[src/sv/pst_pkg.sv]
// Shared types, constants and the arctangent table for the pie sector hit test.
`default_nettype none
package pst_pkg;

	localparam int CORDIC_STEPS = 16;
	localparam int TABLE_LEN    = 24;
	localparam int IDX_W        = 5;

	localparam int VEC_W  = 36;
	localparam int DIFF_W = 20;
	localparam int BND_W  = 18;

	localparam logic [2:0] CFG_ANCHOR_X    = 3'd0;
	localparam logic [2:0] CFG_ANCHOR_Y    = 3'd1;
	localparam logic [2:0] CFG_ROTATION    = 3'd2;
	localparam logic [2:0] CFG_RADIUS      = 3'd3;
	localparam logic [2:0] CFG_SLICE_ANGLE = 3'd4;

	localparam logic [31:0] QUARTER_TURN = 32'h4000_0000;
	localparam logic [31:0] HALF_TURN    = 32'h8000_0000;

	// vectoring CORDIC item as it travels down the pipe
	typedef struct packed {
		logic                     in_rad;
		logic                     zero;
		logic signed [VEC_W-1:0]  x;
		logic signed [VEC_W-1:0]  y;
		logic [31:0]              z;
	} vec_t;

	// slice geometry derived from the configuration registers
	typedef struct packed {
		logic                      busy;
		logic signed [DIFF_W-1:0]  cx;
		logic signed [DIFF_W-1:0]  cy;
		logic [31:0]               rsq;
		logic signed [BND_W-1:0]   fmin;
		logic signed [BND_W-1:0]   fmax;
	} geom_t;

	function automatic logic [29:0] atan_at(input logic [IDX_W-1:0] i);
		logic [29:0] r;
		case (i)
			5'd0:  r = 30'h20000000;
			5'd1:  r = 30'h12E4051D;
			5'd2:  r = 30'h09FB385B;
			5'd3:  r = 30'h051111D4;
			5'd4:  r = 30'h028B0D43;
			5'd5:  r = 30'h0145D7E1;
			5'd6:  r = 30'h00A2F61E;
			5'd7:  r = 30'h00517C55;
			5'd8:  r = 30'h0028BE53;
			5'd9:  r = 30'h00145F2F;
			5'd10: r = 30'h000A2F98;
			5'd11: r = 30'h000517CC;
			5'd12: r = 30'h00028BE6;
			5'd13: r = 30'h000145F3;
			5'd14: r = 30'h0000A2FA;
			5'd15: r = 30'h0000517D;
			5'd16: r = 30'h000028BE;
			5'd17: r = 30'h0000145F;
			5'd18: r = 30'h00000A30;
			5'd19: r = 30'h00000518;
			5'd20: r = 30'h0000028C;
			5'd21: r = 30'h00000146;
			5'd22: r = 30'h000000A3;
			5'd23: r = 30'h00000051;
			default: r = 30'h0;
		endcase
		return r;
	endfunction

endpackage
`default_nettype wire

[src/sv/pst_back.sv]
// Back stages: touch angle scaling and the wrap-aware slice bound compare.
`default_nettype none
module pst_back (
	input  wire                 clk,
	input  wire                 arst_n,
	input  wire                 in_valid,
	output logic                in_ready,
	input  pst_pkg::vec_t       in_d,
	input  pst_pkg::geom_t      geom,
	output logic                out_valid,
	input  wire                 out_ready,
	output logic                hit,
	output logic                within_radius
);
	import pst_pkg::*;

	localparam logic signed [BND_W-1:0] FULL_128THS = BND_W'(46080);

	logic v_s1, v_s2, r1, r2;
	logic [31:0] ta;
	logic [37:0] m_s1;
	logic        in_rad_s1;
	logic        hit_s2, in_rad_s2;
	logic signed [40:0] mm, bmin, bmax, blo, bhi;
	logic inang;

	assign r2 = !v_s2 | out_ready;
	assign r1 = !v_s1 | r2;
	assign in_ready = r1;

	// angle measured from up: atan2 minus a quarter turn, mod a full turn
	assign ta = (in_d.zero ? 32'h0 : in_d.z) - QUARTER_TURN;

	// ta*46080 against bound*2^32 reduces to ta*45 against bound*2^22
	assign mm   = signed'({3'b0, m_s1});
	assign bmin = 41'(geom.fmin) <<< 22;
	assign bmax = 41'(geom.fmax) <<< 22;
	assign blo  = 41'(FULL_128THS + geom.fmin) <<< 22;
	assign bhi  = 41'(geom.fmax - FULL_128THS) <<< 22;

	always_comb begin
		inang = (mm >= bmin) && (mm <= bmax);
		if ((geom.fmin < 0) && (mm > blo))
			inang = 1'b1;
		if ((geom.fmax > FULL_128THS) && (mm < bhi))
			inang = 1'b1;
	end

	always_ff @(posedge clk or negedge arst_n) begin
		if (!arst_n) begin
			v_s1 <= 1'b0;
			v_s2 <= 1'b0;
		end else begin
			if (r1) v_s1 <= in_valid;
			if (r2) v_s2 <= v_s1;
		end
	end

	always_ff @(posedge clk) begin
		if (r1) begin
			m_s1      <= 38'(ta) * 38'd45;
			in_rad_s1 <= in_d.in_rad;
		end
		if (r2) begin
			hit_s2    <= in_rad_s1 & inang;
			in_rad_s2 <= in_rad_s1;
		end
	end

	assign out_valid     = v_s2;
	assign hit           = hit_s2;
	assign within_radius = in_rad_s2;

endmodule
`default_nettype wire

[config.mk]
export PLATFORM = sky130hd
export DESIGN_NAME = pst_back
export DESIGN_NICKNAME = d
export VERILOG_FILES = /design/src/sv/pst_pkg.sv /design/src/sv/pst_back.sv
export SDC_FILE = /design/constraint.sdc
export NUM_CORES = 1
export LEC_CHECK = 0
export BUFFER_PORTS_ARGS = -buffer_cell sky130_fd_sc_hd__buf_2
export CORE_MARGIN = 3
export CORE_UTILIZATION = 45
export CTS_BUF_LIST = sky130_fd_sc_hd__clkbuf_8
export DETAILED_ROUTE_END_ITERATION = 10
export MAX_ROUTING_LAYER = met4
export PLACE_DENSITY = 0.72
export SLEW_MARGIN = 10
export SYNTH_ARGS = -nofsm -noshare
export SYNTH_HDL_FRONTEND = slang
export SYNTH_SLANG_ARGS = --single-unit
[constraint.sdc]
create_clock -name clk -period 2.39 [get_ports clk]
set_input_delay 0.239 -clock clk [delete_from_list [all_inputs] [get_ports clk]]
set_output_delay 0.239 -clock clk [all_outputs]
set_load 0.02 [all_outputs]
# --- Word-level counts from Yosys, hierarchy flattened ---
# Index checks and enable logic that the tools add are counted.
classes:
  n_addsub: 3
  n_mul: 1
  magnitude_cmp: 6
  mux: 3
  bitwise: 3
  n_reduce_logical: 5
op_table:
  columns: ["cell", "n"]
  rows:
  - ["39-bit by 41-bit > comparator with 1-bit output", 1]
  - ["39-bit by 41-bit < comparator with 1-bit output", 1]
  - ["39-bit by 40-bit greater-or-equal comparator with 1-bit output", 1]
  - ["39-bit by 40-bit less-or-equal comparator with 1-bit output", 1]
  - ["32-bit by 6-bit multiplier with 38-bit output, second input constant", 1]
  - ["32-bit 2-to-1 mux", 1]
  - ["32-bit by 31-bit subtractor with 32-bit output, second input constant", 1]
  - ["17-bit by 18-bit adder with 19-bit output, first input constant", 1]
  - ["18-bit by 17-bit subtractor with 19-bit output, second input constant", 1]
  - ["18-bit by 17-bit > comparator with 1-bit output, second input constant", 1]
  - ["18-bit by 1-bit < comparator with 1-bit output, second input constant", 1]
  - ["1-bit logical AND", 3]
  - ["1-bit zero test", 2]
  - ["1-bit 2-to-1 mux", 2]
  - ["1-bit bitwise OR", 2]
  - ["1-bit AND", 1]
word_totals:
  regBits: 43
  inputBits: 219
  output_inout_bits: 4

# --- Logic depth before layout (Yosys ltp) ---
# Gate-level depths: netlist (run 1).
logic_depth:
  word_depth: 6
  mapped_depth: 19
  mapped_depth_nobuf: 17

# --- Worst setup path before layout (run 1) ---
# OpenSTA, ideal clock, no wires.
synth_timing:
  path_kind: "input -> register"
  from: "input port in_d[104] in the netlist's numbering"
  to: "register m_s1[34] (data pin)"
  setup_ns: 0.158
  arrival_ns: 4.319
  required_time_ns: 2.232
  path_slack_ns: -2.087
  stages: 19
  n_path_buf: 2
  path_cell_list: "clkbuf_1 > clkbuf_1 > nor2b_1 > ha_1 > ha_1 > inv_1 > fa_1 > inv_1 > ha_1 > inv_1 > fa_1 > and2b_1 > o2111ai_1 > a31oi_1 > o2bb2ai_1 > o21ai_0 > o41a_1 > or4b_2 > o211ai_1"
synth_via:
  elab_chain_len: 3
synth_rtl:
  columns: ["item", "line_no", "source"]
  rows:
  - ["from (decl)", "pst_back.sv:8", "input pst_pkg::vec_t in_d,"]
  - ["32-bit 2-to-1 mux", "pst_back.sv:32", "assign ta = (in_d.zero ? 32'h0 : in_d.z) - QUARTER_TURN;"]
  - ["32-bit by 31-bit subtractor with 32-bit output", "pst_back.sv:32", null]
  - ["32-bit by 6-bit multiplier with 38-bit output", "pst_back.sv:61", "m_s1 <= 38'(ta) * 38'd45;"]
  - ["to (signal assigned)", "pst_back.sv:61", null]
  - ["to (decl)", "pst_back.sv:21", "logic [37:0] m_s1;"]
# No other way between the ends.
# A chain may end at the register's enable or synchronous reset.

# --- Worst setup path after layout (run 1) ---
layout_timing:
  from: "input port in_d[104] in the netlist's numbering"
  to: "register m_s1[33] (data pin)"
# Same word-level chain as after synthesis.

==> results of run 1 <==
==> registers in the layout, indices dropped and copies added, names as in the netlist <==
name           cells
v_s1               1
m_s1              38
in_rad_s1          1
hit                1
within_radius      1
out_valid          1
==> kinds of logic after synthesis <==
family | Yosys count | share of synthesized area (%)
flip-flops | 43 | 18.96
AO/OA/AOI/OAI | 136 | 14.11
AND/OR/NAND/NOR | 203 | 15.83
adder cells (fa/ha/maj) | 157 | 34.91
multiplexers | 2 | 0.2962
buffers and inverters | 144 | 7.997
XOR/XNOR | 61 | 7.904
==> worst reg2reg max path: stages, from the launching register on <==
cell and delay (ns):
sky130_fd_sc_hd__edfxtp_1 0.51, sky130_fd_sc_hd__ha_4 0.26, sky130_fd_sc_hd__a21o_1 0.15, sky130_fd_sc_hd__a21oi_1 0.16, sky130_fd_sc_hd__o21ai_1 0.12, sky130_fd_sc_hd__a221oi_2 0.23
sky130_fd_sc_hd__nor2_1 0.09, sky130_fd_sc_hd__o32ai_2 0.29, sky130_fd_sc_hd__buf_4 0.18, sky130_fd_sc_hd__a211oi_2 0.04, sky130_fd_sc_hd__o31ai_2 0.21
==> layout make-up <==
| type | count | area [um2] | area share, % |
|---|---|---|---|
| clock buffer | 5 | 68.82 | 0.6744 |
| clock inverter | 3 | 67.56 | 0.6622 |
| inverter | 139 | 521.8 | 5.113 |
| multi-input combinational | 559 | 5804 | 56.89 |
| sequential | 43 | 1281 | 12.56 |
| tap | 184 | 230.2 | 2.256 |
| timing repair buffer | 299 | 2230 | 21.85 |
==> power groups by stage <==
stage	sequential, mW	clock, mW	combinational (mW)
3_3_place_gp	1.37	0	3.58
2_1_floorplan	1.34	0	2.31
3_5_place_dp	1.38	0	3.70
5_1_grt	1.41	0.703	5.01
6_report	1.38	0.662	4.58
4_1_cts	1.36	0.683	4.00
==> per-stage QoR <==
| stage | util [%] | hold WS [ns] |
|---|---|---|
| floorplan | - | -0.05659 |
| global placement | 61.09 | 0.02557 |
| detailed placement | 61.09 | 0.02637 |
| CTS | 66.11 | 0.09925 |
| global route | 69.94 | 0.09763 |
| finish | 69.94 | 0.1195 |
==> layout by cell type, fill, tap and decap left out, types with 7 or more instances in the layout <==
master / count
sky130_fd_sc_hd__buf_4: 196
sky130_fd_sc_hd__inv_1: 127
sky130_fd_sc_hd__ha_1: 82
sky130_fd_sc_hd__buf_2: 74
sky130_fd_sc_hd__fa_1: 52
sky130_fd_sc_hd__edfxtp_1: 41
sky130_fd_sc_hd__nand2_1: 36
sky130_fd_sc_hd__nor2_1: 31
sky130_fd_sc_hd__a21o_1: 28
sky130_fd_sc_hd__xnor2_1: 26
sky130_fd_sc_hd__xor2_1: 25
sky130_fd_sc_hd__buf_6: 22
sky130_fd_sc_hd__ha_4: 18
sky130_fd_sc_hd__a21oi_1: 17
sky130_fd_sc_hd__nor2b_1: 16
sky130_fd_sc_hd__nand2b_1: 14
sky130_fd_sc_hd__a21oi_2: 13
sky130_fd_sc_hd__nor2b_4: 12
sky130_fd_sc_hd__inv_2: 12
sky130_fd_sc_hd__nand2_2: 11
sky130_fd_sc_hd__nor3_1: 11
sky130_fd_sc_hd__o21a_1: 8
sky130_fd_sc_hd__xnor2_2: 8
sky130_fd_sc_hd__nand4_1: 8
sky130_fd_sc_hd__o21ai_1: 7
==> path summary, 6_finish.rpt <==
check,startpoint,endpoint,slack [ns]
max,in_d[104],m_s1[33],-1.63
min,in_d[105],in_rad_s1,0.12
max reg2reg,m_s1[33],hit,-0.01
min reg2reg,v_s1,out_valid,0.47
max in group asynchronous,arst_n,out_valid,2.06
min in group asynchronous,arst_n,v_s1,0.24
==> per-layer routing <==
layer  global-route usage, %  up-vias
met2                   35.67      183
met1                   28.05     2995
met4                   4.941        0
li1                        -     3139
met3                   1.702       41
met5                       -        -
==> repair_timing <==
| action | CTS | global route |
|---|---|---|
| endpoints found under the setup margin | 33 | 34 |
| endpoints found under the hold margin | 2 | 0 |
| hold buffers | 1 | 0 |
| gates resized for setup | 83 | 93 |
| gates cloned | 2 | 0 |
| pin swaps | 53 | 52 |
| buffers inserted | 24 | 20 |
==> insert_results.sql, run 1 <==
INSERT INTO impl_metrics (metric_group, metric, value, unit) VALUES
('final_layout', 'fill_cells', '984', ''),
('pwr', 'comb_power_share', '69.2', '%'),
('final_layout', 'drive_above_1_share', '43.23', '%'),
('pwr', 'vdd_ir_drop_max', '0.2984', 'mV'),
('pwr', 'clock_power_share', '10.0', '%'),
('clock_tree', 'htree_levels', '2', ''),
('logic_synthesis', 'count_of_distinct_cell_types_in_the_synthesized_netlist', '64', ''),
('placed_design', 'buffer_ports.inserted', '77', ''),
('worst_setup_path', 'cp_top_family', 'simple AND/OR/NAND/NOR gates', ''),
('sta', 'setup_viol', '34', ''),
('grt', 'grtUsageTotal', '21.21', '%'),
('die', 'io_pins', '223', ''),
('sta', 'fmax', '248.6', 'MHz'),
('logic_synthesis', 'postSynthCellCount', '746', ''),
('route', 'wl_met1', '8372', 'um'),
('pwr', 'power.switching', '2.653', 'mW'),
('clock_tree', 'clockBufferDepth', '2', ''),
('worst_setup_path', 'crit_slowest_cell', 'sky130_fd_sc_hd__fa_1', ''),
('grt', 'grt_max_degree', '42', ''),
('sta', 'max-slew-margin-rel', '67.30', '%'),
('final_layout', 'layout.nets', '1422', ''),
('pwr', 'p_leak', '5.193', 'nW'),
('worst_setup_path', 'cp.depth', '18', ''),
('route', 'routed-wl-met3', '771', 'um'),
('logic_synthesis', 'synth.avg_cell_area', '9.060', 'um2'),
('pwr', 'power_density_cells', '648.5', 'mW/mm2'),
('pwr', 'totalPowerFinal', '6.617', 'mW'),
('worst_setup_path', 'critical_path_class', 'input pin to register', ''),
('worst_setup_path', 'largest_fanout_on_the_critical_path', '5', ''),
('placed_design', 'place.detailed.instances', '1182', ''),
('sta', 'fin_crit_period', '4.023', 'ns'),
('route', 'antenna_left', '0', ''),
('route', 'drt_wl_total', '18800', 'um'),
('logic_synthesis', 'ff_latch_count_synth', '43', ''),
('logic_synthesis', 'synthesis.nets', '1121', ''),
('logic_synthesis', 'yosys_most_used_dff', 'sky130_fd_sc_hd__edfxtp_1', ''),
('sta', 'finalCritPeriodShare', '168.3', '%'),
('die', 'fp-row-count', '44', ''),
('outcome', 'status', 'finished with violations', ''),
('outcome', 'failing_checks', 'negative setup slack', ''),
('die', 'die_area', '0.01653', 'mm2'),
('final_layout', 'post_layout_nonfiller_instances', '1232', ''),
('clock_tree', 'cts-buffers-inserted', '5', ''),
('die', 'coreArea', '0.01459', 'mm2'),
('grt', 'number_of_antenna_violations_at_the_first_check_in_global_routing', '0', ''),
('final_layout', 'insertedDiodeCount', '0', ''),
('clock_tree', 'cts_root_buffer', 'sky130_fd_sc_hd__clkbuf_8', ''),
('die', 'start_util', '46.33', '%'),
('die', 'fp.dieW', '128.6', 'um'),
('route', 'sum_of_met2_wire_segment_lengths_after_detailed_routing', '9227', 'um'),
('final_layout', 'design_area', '0.01020', 'mm2'),
('worst_setup_path', 'endpoint_kind', 'register', ''),
('logic_synthesis', 'syn_area', '0.006759', 'mm2'),
('worst_setup_path', 'cp_num_buf_inv', '4', ''),
('route', 'detailedRoute.firstIterationViolations', '283', ''),
('sta', 'number_of_max_slew_violations_in_the_final_report', '0', ''),
('logic_synthesis', 'synth.area.top_cells', 'sky130_fd_sc_hd__ha_1, sky130_fd_sc_hd__edfxtp_1, sky130_fd_sc_hd__fa_1', ''),
('logic_synthesis', 'synthesis_warning_total', '0', ''),
('die', 'die_h', '128.6', 'um'),
('worst_setup_path', 'crit_path_start_kind', 'input pin', ''),
('route', 'count_of_unresolved_drc_violations_after_routing', '0', ''),
('grt', 'grt_pass1_wl', '28180', 'um'),
('sta', 'final.setup.worst_slack', '-1.633', 'ns'),
('grt', 'grt_pass1_vias', '6263', ''),
('clock_tree', 'tritoncts_num_sinks', '43', ''),
('sta', 'timing.setup.tns', '-35.81', 'ns'),
('final_layout', 'syn2layout_area_growth', '50.96', '%'),
('sta', 'grt_setup_unrepaired', 'true', ''),
('logic_synthesis', 'synth_most_common_cell', 'sky130_fd_sc_hd__inv_1', ''),
('worst_setup_path', 'worst_r2r_path_depth', '10', ''),
('worst_setup_path', 'cp_common_cell', 'sky130_fd_sc_hd__buf_12', '');
Note: power is estimated with default switching activity, not from simulation.
==> run 2: changes to the inputs <==
--- a/config.mk
+++ b/config.mk
@@ -12,5 +12,6 @@
 export DETAILED_ROUTE_END_ITERATION = 10
 export MAX_ROUTING_LAYER = met4
-export PLACE_DENSITY = 0.72
+export PLACE_DENSITY = 0.82
+export REMOVE_ABC_BUFFERS = 1
 export SLEW_MARGIN = 10
 export SYNTH_ARGS = -nofsm -noshare
==> constraint.sdc (replaced) <==
create_clock -name clk -period 2.39 [get_ports clk]
set_input_delay 0 -clock clk [delete_from_list [all_inputs] [get_ports clk]]
set_output_delay 0 -clock clk [all_outputs]
set_load 0.02 [all_outputs]
==> insert_results.sql, run 2 (synthesized netlist as in run 1, its figures left out) <==
INSERT INTO impl_metrics (metric_group, metric, value, unit) VALUES
('worst_setup_path', 'path_cells', 'buf_12, buf_8, nor2b_4, nand2_2, fa_1, fa_1, inv_2, ha_4, and4_4, nand3_2, o211a_4, a2111oi_4, nand2b_4, or3b_4, a311o_1, xnor2_1', ''),
('worst_setup_path', 'cp_top_family', 'adder cells', ''),
('worst_setup_path', 'worst_r2r_startpoint', 'm_s1[34]', ''),
('sta', 'worst-slew-pin-transition', '0.5106', 'ns'),
('die', 'fp.dieW', '128.6', 'um'),
('final_layout', 'layout.nets', '1421', ''),
('sta', 'max-slew-margin-rel', '65.96', '%'),
('final_layout', 'final_common_cell', 'sky130_fd_sc_hd__buf_4', ''),
('placed_design', 'dpl.hpwl', '13890', 'um'),
('worst_setup_path', 'cp_common_cell', 'sky130_fd_sc_hd__fa_1', ''),
('worst_setup_path', 'slack_of_the_worst_reg_to_reg_path', '-0.11', 'ns'),
('die', 'start_util', '46.33', '%'),
('worst_setup_path', 'crit-reg2reg-capture', 'hit', ''),
('clock_tree', 'clockBufferDepth', '2', ''),
('grt', 'number_of_antenna_violations_at_the_first_check_in_global_routing', '0', ''),
('grt', 'grtUsageTotal', '25.17', '%'),
('final_layout', 'drive_above_1_share', '41.55', '%'),
('worst_setup_path', 'critical_path.startpoint', 'in_d[104]', ''),
('placed_design', 'place.detailed.instances', '1187', ''),
('hold_path', 'timing.hold.worst.class', 'input pin to register', ''),
('worst_setup_path', 'worst_r2r_path_depth', '9', ''),
('pwr', 'p_leak', '5.191', 'nW'),
('sta', 'finalCritPeriodShare', '160.9', '%'),
('route', 'drt_wl_total', '22460', 'um'),
('route', 'via_count', '6771', ''),
('grt', 'grt_pass1_wl', '32840', 'um'),
('worst_setup_path', 'critical_path_rt', '2.45', 'ns'),
('final_layout', 'layout_utilization', '69.79', '%'),
('run', 'maxCapViolations', '0', ''),
('pwr', 'vdd_ir_drop_max', '0.3393', 'mV'),
('clock_tree', 'cts_root_buffer', 'sky130_fd_sc_hd__clkbuf_8', ''),
('final_layout', 'post_layout_nonfiller_instances', '1231', ''),
('hold_path', 'min_delay_path_depth', '3', ''),
('final_layout', 'register_ranked_first_by_flip_flop_count', 'm_s1', ''),
('placed_design', 'buffer_ports.inserted', '77', ''),
('sta', 'fin_crit_period', '3.844', 'ns'),
('sta', 'grt_setup_unrepaired', 'true', ''),
('clock_tree', 'cts-buffers-inserted', '5', ''),
('grt', 'grt_pass1_vias', '6827', ''),
('pwr', 'power_density_cells', '655.6', 'mW/mm2'),
('outcome', 'status', 'finished with violations', ''),
('route', 'drt_first_pass_iters', '5', ''),
('sta', 'setup_viol', '32', ''),
('worst_setup_path', 'critical_path_class', 'input pin to register', ''),
('die', 'coreArea', '0.01459', 'mm2'),
('sta', 'max_clock_skew', '0.01466', 'ns'),
('hold_path', 'min-delay-start', 'out_ready', ''),
('route', 'routed_via_density', '5.500', ''),
('worst_setup_path', 'crit_slowest_cell', 'sky130_fd_sc_hd__fa_1', ''),
('final_layout', 'largest_register_ffs', '38', ''),
('clock_tree', 'insertion_delay', '0.31', 'ns'),
('route', 'drt-wirelength-per-cell', '18.25', 'um'),
('worst_setup_path', 'cp.depth', '16', ''),
('final_layout', 'final_cell_mix', 'sky130_fd_sc_hd__buf_4, sky130_fd_sc_hd__inv_1, sky130_fd_sc_hd__ha_1', ''),
('placed_design', 'globalplace.congestion', '0.8933', ''),
('sta', 'fmax', '260.1', 'MHz'),
('clock_tree', 'tritoncts_num_sinks', '43', ''),
('sta', 'timing.final.hold_violations', '0', ''),
('placed_design', 'postPlaceCellArea', '0.008770', 'mm2'),
('sta', 'number_of_max_slew_violations_in_the_final_report', '0', ''),
('worst_setup_path', 'max_stage_delay', '0.59', 'ns'),
('worst_setup_path', 'worst-endpoint-arrival', '3.90', 'ns'),
('clock_tree', 'htree_levels', '2', ''),
('outcome', 'failing_checks', 'negative setup slack', ''),
('die', 'die_h', '128.6', 'um'),
('clock_tree', 'clk_pin_slew', '0.08', 'ns'),
('sta', 'final.setup.worst_slack', '-1.454', 'ns'),
('final_layout', 'insertedDiodeCount', '0', ''),
('final_layout', 'syn2layout_area_growth', '50.63', '%'),
('final_layout', 'design_area', '0.01018', 'mm2'),
('route', 'detailedRoute.firstIterationViolations', '562', ''),
('grt', 'grt.overflow.total', '0', ''),
('worst_setup_path', 'crit_path_start_kind', 'input pin', ''),
('die', 'die_area', '0.01653', 'mm2'),
('route', 'count_of_unresolved_drc_violations_after_routing', '0', ''),
('grt', 'grt_max_degree', '42', ''),
('die', 'fp-row-count', '44', ''),
('worst_setup_path', 'largest_fanout_on_the_critical_path', '5', ''),
('hold_path', 'hold-path-endpoint', 'out_valid', ''),
('clock_tree', 'tritoncts', 'built', ''),
('die', 'io_pins', '223', ''),
('route', 'antenna_left', '0', ''),
('worst_setup_path', 'endpoint_kind', 'register', ''),
('worst_setup_path', 'cp_num_buf_inv', '3', '');
run 2: cell count changes in the layout (fill, tap and decap cells not counted), moves of 4 or more:
cell                      delta
sky130_fd_sc_hd__nor2b_2     +5
sky130_fd_sc_hd__xor2_1      -5
sky130_fd_sc_hd__o21ai_0     +5
sky130_fd_sc_hd__xnor2_1     +4
sky130_fd_sc_hd__buf_2       -4
sky130_fd_sc_hd__a21oi_1     +4
sky130_fd_sc_hd__nand2_1     +7
sky130_fd_sc_hd__nand2_2     -8
sky130_fd_sc_hd__buf_4       -6
sky130_fd_sc_hd__buf_6       +4
run 2: how the worst max path moves through the flow:
stage / endpoint
floorplan: m_s1[33]
global placement: m_s1[33]
CTS: m_s1[33]
global route: m_s1[33]
finish: m_s1[33]
detailed placement: m_s1[30]
run 2: final cells by class:
class | count | area (um2)
clock buffers | 5 | 68.82
clock inverters | 3 | 63.81
fillers | 949 | 4408
inverters | 139 | 521.8
multi-input cells | 559 | 5761
flip-flops and latches | 43 | 1281
well taps | 184 | 230.2
repair buffers | 298 | 2255
run 2: layer usage:
metal | vias up | track usage, % | part of all wire [%]
li1 | 3134 | - | -
met1 | 3203 | 30.46 | 40
met2 | 349 | 44.13 | 49
met3 | 85 | 1.370 | 5.9
met4 | 0 | 9.883 | 5.1
met5 | - | - | 0
run 2: metrics by stage:
step / total power [mW] / worst slack (ns) / TNS [ns] / hold slack [ns]
after floorplan: 3.524 / -1.441 / -22.09 / -0.2956
after global placement: 4.800 / -1.685 / -34.91 / -0.2148
after detailed placement: 4.974 / -1.924 / -37.42 / -0.2131
after CTS: 6.045 / -1.246 / -24.62 / 0.04403
after global routing: 7.110 / -1.517 / -34.41 / 0.06003
final: 6.675 / -1.454 / -31.92 / 0.04437
run 2: repair_timing:
item,4_1_cts,5_1_grt
cloned,1,0
hold buffers,4,0
gates resized for setup,136,65
buffers inserted,24,8
setup endpoints to repair,32,32
hold endpoints to repair,4,0
pin swaps,44,42
run 2: worst min-delay path, delay by kind of cell:
kind,cells,cell delay [ns]
and+or+nand+nor,2,0.22
buffers and inverters,1,0.08
run 2: report_power, final:
group          internal (mW)  leakage, nW  switching [mW]
Sequential              1.22        0.443           0.176
Clock                  0.414       0.0695           0.259
Combinational           2.25         4.68            2.36
==> run 3: changes to the inputs <==
Settings changed: CORE_ASPECT_RATIO set to 0.5, CORE_UTILIZATION 45 to 40, PLACE_DENSITY 0.82 to 0.75.
Clock period 2.39 ns to 3.3 ns, I/O delays scaled along.
==> insert_results.sql, run 3 (synthesized netlist as in run 1, its figures left out) <==
INSERT INTO impl_metrics (metric_group, metric, value, unit) VALUES
('outcome', 'status', 'finished with violations', ''),
('grt', 'grtUsageTotal', '19.07', '%'),
('route', 'drt_wl_total', '18590', 'um'),
('worst_setup_path', 'critical_path_class', 'input pin to register', ''),
('clock_tree', 'cts-buffers-inserted', '5', ''),
('final_layout', 'syn2layout_area_growth', '41.56', '%'),
('worst_setup_path', 'worst_r2r_startpoint', 'm_s1[34]', ''),
('worst_setup_path', 'endpoint_kind', 'register', ''),
('worst_setup_path', 'cp-endpoint', 'm_s1[33]', ''),
('worst_setup_path', 'crit-reg2reg-capture', 'hit', ''),
('grt', 'grt_max_degree', '42', ''),
('final_layout', 'largest_register_ffs', '38', ''),
('final_layout', 'drive_above_1_share', '36.44', '%'),
('sta', 'fmax', '270.4', 'MHz'),
('grt', 'global_routing_usage_on_met2', '32.52', '%'),
('die', 'die_h', '97.92', 'um'),
('route', 'routed_via_density', '5.116', ''),
('die', 'fp-row-count', '32', ''),
('final_layout', 'insertedDiodeCount', '0', ''),
('grt', 'grt.overflow.total', '0', ''),
('worst_setup_path', 'worst-endpoint-arrival', '3.75', 'ns'),
('route', 'via_count', '6282', ''),
('worst_setup_path', 'largest_fanout_on_the_critical_path', '15', ''),
('grt', 'grt.met1_usage', '24.83', '%'),
('grt', 'busiest_layer', 'met2', ''),
('final_layout', 'final_common_cell', 'sky130_fd_sc_hd__buf_4', ''),
('clock_tree', 'insertion_delay', '0.29', 'ns'),
('clock_tree', 'tritoncts', 'built', ''),
('final_layout', 'final_cell_mix', 'sky130_fd_sc_hd__buf_4, sky130_fd_sc_hd__inv_1, sky130_fd_sc_hd__ha_1', ''),
('final_layout', 'layout.nets', '1381', ''),
('worst_setup_path', 'crit_path_start_kind', 'input pin', ''),
('die', 'coreArea', '0.01598', 'mm2'),
('sta', 'grt_setup_unrepaired', 'true', ''),
('pwr', 'power_density_cells', '452.5', 'mW/mm2'),
('worst_setup_path', 'critical_path_rt', '3.35', 'ns'),
('sta', 'fin_crit_period', '3.698', 'ns'),
('die', 'io_pins', '223', ''),
('route', 'antenna_left', '0', ''),
('die', 'start_util', '42.31', '%'),
('worst_setup_path', 'slack_of_the_worst_reg_to_reg_path', '0.61', 'ns'),
('die', 'fp.dieW', '189.8', 'um'),
('sta', 'max_clock_skew', '0.003130', 'ns'),
('placed_design', 'dpl.hpwl', '14720', 'um'),
('sta', 'timing.final.hold_violations', '0', ''),
('worst_setup_path', 'critical_path.startpoint', 'in_d[104]', ''),
('clock_tree', 'cts_root_buffer', 'sky130_fd_sc_hd__clkbuf_8', ''),
('die', 'die_area', '0.01859', 'mm2'),
('sta', 'timing.setup.tns', '-1.798', 'ns'),
('sta', 'final.setup.worst_slack', '-0.3983', 'ns'),
('run', 'maxCapViolations', '0', ''),
('grt', 'grt_pass1_vias', '6362', ''),
('clock_tree', 'clockBufferDepth', '2', ''),
('hold_path', 'timing.hold.worst.class', 'input pin to asynchronous set/reset pin', ''),
('placed_design', 'buffer_ports.inserted', '77', ''),
('sta', 'finalCritPeriodShare', '112.1', '%'),
('outcome', 'failing_checks', 'negative setup slack', ''),
('grt', 'number_of_antenna_violations_at_the_first_check_in_global_routing', '0', ''),
('clock_tree', 'htree_levels', '2', ''),
('worst_setup_path', 'worst_r2r_path_depth', '8', ''),
('clock_tree', 'clk_pin_slew', '0.09', 'ns'),
('placed_design', 'globalplace.congestion', '0.9213', ''),
('sta', 'worst-slew-pin-transition', '0.4953', 'ns'),
('grt', 'grt_pass1_wl', '29150', 'um'),
('pwr', 'p_leak', '4.888', 'nW'),
('route', 'count_of_unresolved_drc_violations_after_routing', '0', ''),
('route', 'drt_first_pass_iters', '5', ''),
('final_layout', 'register_ranked_first_by_flip_flop_count', 'm_s1', ''),
('clock_tree', 'tritoncts_num_sinks', '43', ''),
('sta', 'setup_viol', '10', ''),
('sta', 'number_of_max_slew_violations_in_the_final_report', '0', ''),
('pwr', 'vdd_ir_drop_max', '0.2653', 'mV'),
('route', 'detailedRoute.firstIterationViolations', '268', ''),
('route', 'drt-wirelength-per-cell', '15.14', 'um'),
('final_layout', 'fill_cells', '1248', ''),
('sta', 'max-slew-margin-rel', '66.12', '%'),
('grt', 'met3_usage', '1.686', '%'),
('placed_design', 'dp_worst_setup_slack', '-1.006', 'ns');
run 3: how the worst min path moves through the flow:
stage               startpoint  slack [ns]        end  cells past startpoint
floorplan               arst_n       -0.30  out_valid                      0
global placement        arst_n       -0.22       v_s1                      1
detailed placement      arst_n       -0.21       v_s1                      1
CTS                     arst_n       0.008       v_s1                      2
global route            arst_n        0.02       v_s1                      2
finish                  arst_n        0.02       v_s1                      2
run 3: final cells by class:
type / instances / area [um2] / share of cell area, %
inverters: 139 / 521.8 / 5.453
flip-flops and latches: 43 / 1281 / 13.39
clock inverters: 3 / 46.29 / 0.4838
clock buffers: 5 / 68.82 / 0.7192
multi-input cells: 559 / 5525 / 57.75
well taps: 221 / 276.5 / 2.890
repair buffers: 258 / 1848 / 19.31
run 3: timing repair:
item / 4_1_cts / 5_1_grt
resized for setup: 55 / 91
setup buffers: 9 / 9
pin swaps: 27 / 33
gates cloned: 0 / 0
hold endpoints to repair: 4 / 0
endpoints found under the setup margin: 19 / 22
hold buffers: 3 / 0
run 3: power breakdown:
group / internal [mW] / switching, mW / total, mW / leakage [nW]
Clock: 0.228 / 0.188 / 0.416 / 0.0548
Combinational: 1.45 / 1.46 / 2.91 / 4.39
Sequential: 0.879 / 0.128 / 1.01 / 0.443
run 3: metal layers:
metal  vias up  part of all wire (%)  routed length (um)
met4         0                   1.9                 348
met2       152                    49                9201
met5         -                     0                   0
met3        36                   3.0                 561
met1      3029                    46                8479
li1       3065                     -                   -
run 3: critical path: stages:
cell,delay [ns]
sky130_fd_sc_hd__buf_12,0.13
sky130_fd_sc_hd__buf_12,0.16
sky130_fd_sc_hd__buf_4,0.13
sky130_fd_sc_hd__nor2b_2,0.14
sky130_fd_sc_hd__nand2_1,0.11
sky130_fd_sc_hd__fa_1,0.50
sky130_fd_sc_hd__fa_1,0.55
sky130_fd_sc_hd__inv_1,0.05
sky130_fd_sc_hd__ha_1,0.33
sky130_fd_sc_hd__and3_1,0.21
sky130_fd_sc_hd__nand2_1,0.11
sky130_fd_sc_hd__a2111oi_4,0.30
sky130_fd_sc_hd__nand2b_4,0.20
sky130_fd_sc_hd__or3b_4,0.38
sky130_fd_sc_hd__a311o_1,0.29
sky130_fd_sc_hd__xnor2_1,0.13
run 3: stage by stage:
| step | cells | power, mW | util [%] | hold WS (ns) | area, um2 |
|---|---|---|---|---|---|
| after global routing | 1228 | 4.693 | 59.89 | 0.02073 | 9568 |
| after detailed placement | 1201 | 3.549 | 53.95 | -0.2105 | 8618 |
| after global placement | 1201 | 3.419 | 53.95 | -0.2150 | 8618 |
| after floorplan | 741 | 2.552 | - | -0.2956 | 6740 |
| final | 1228 | 4.330 | 59.89 | 0.02375 | 9568 |
| after CTS | 1221 | 4.059 | 56.95 | 0.007876 | 9099 |
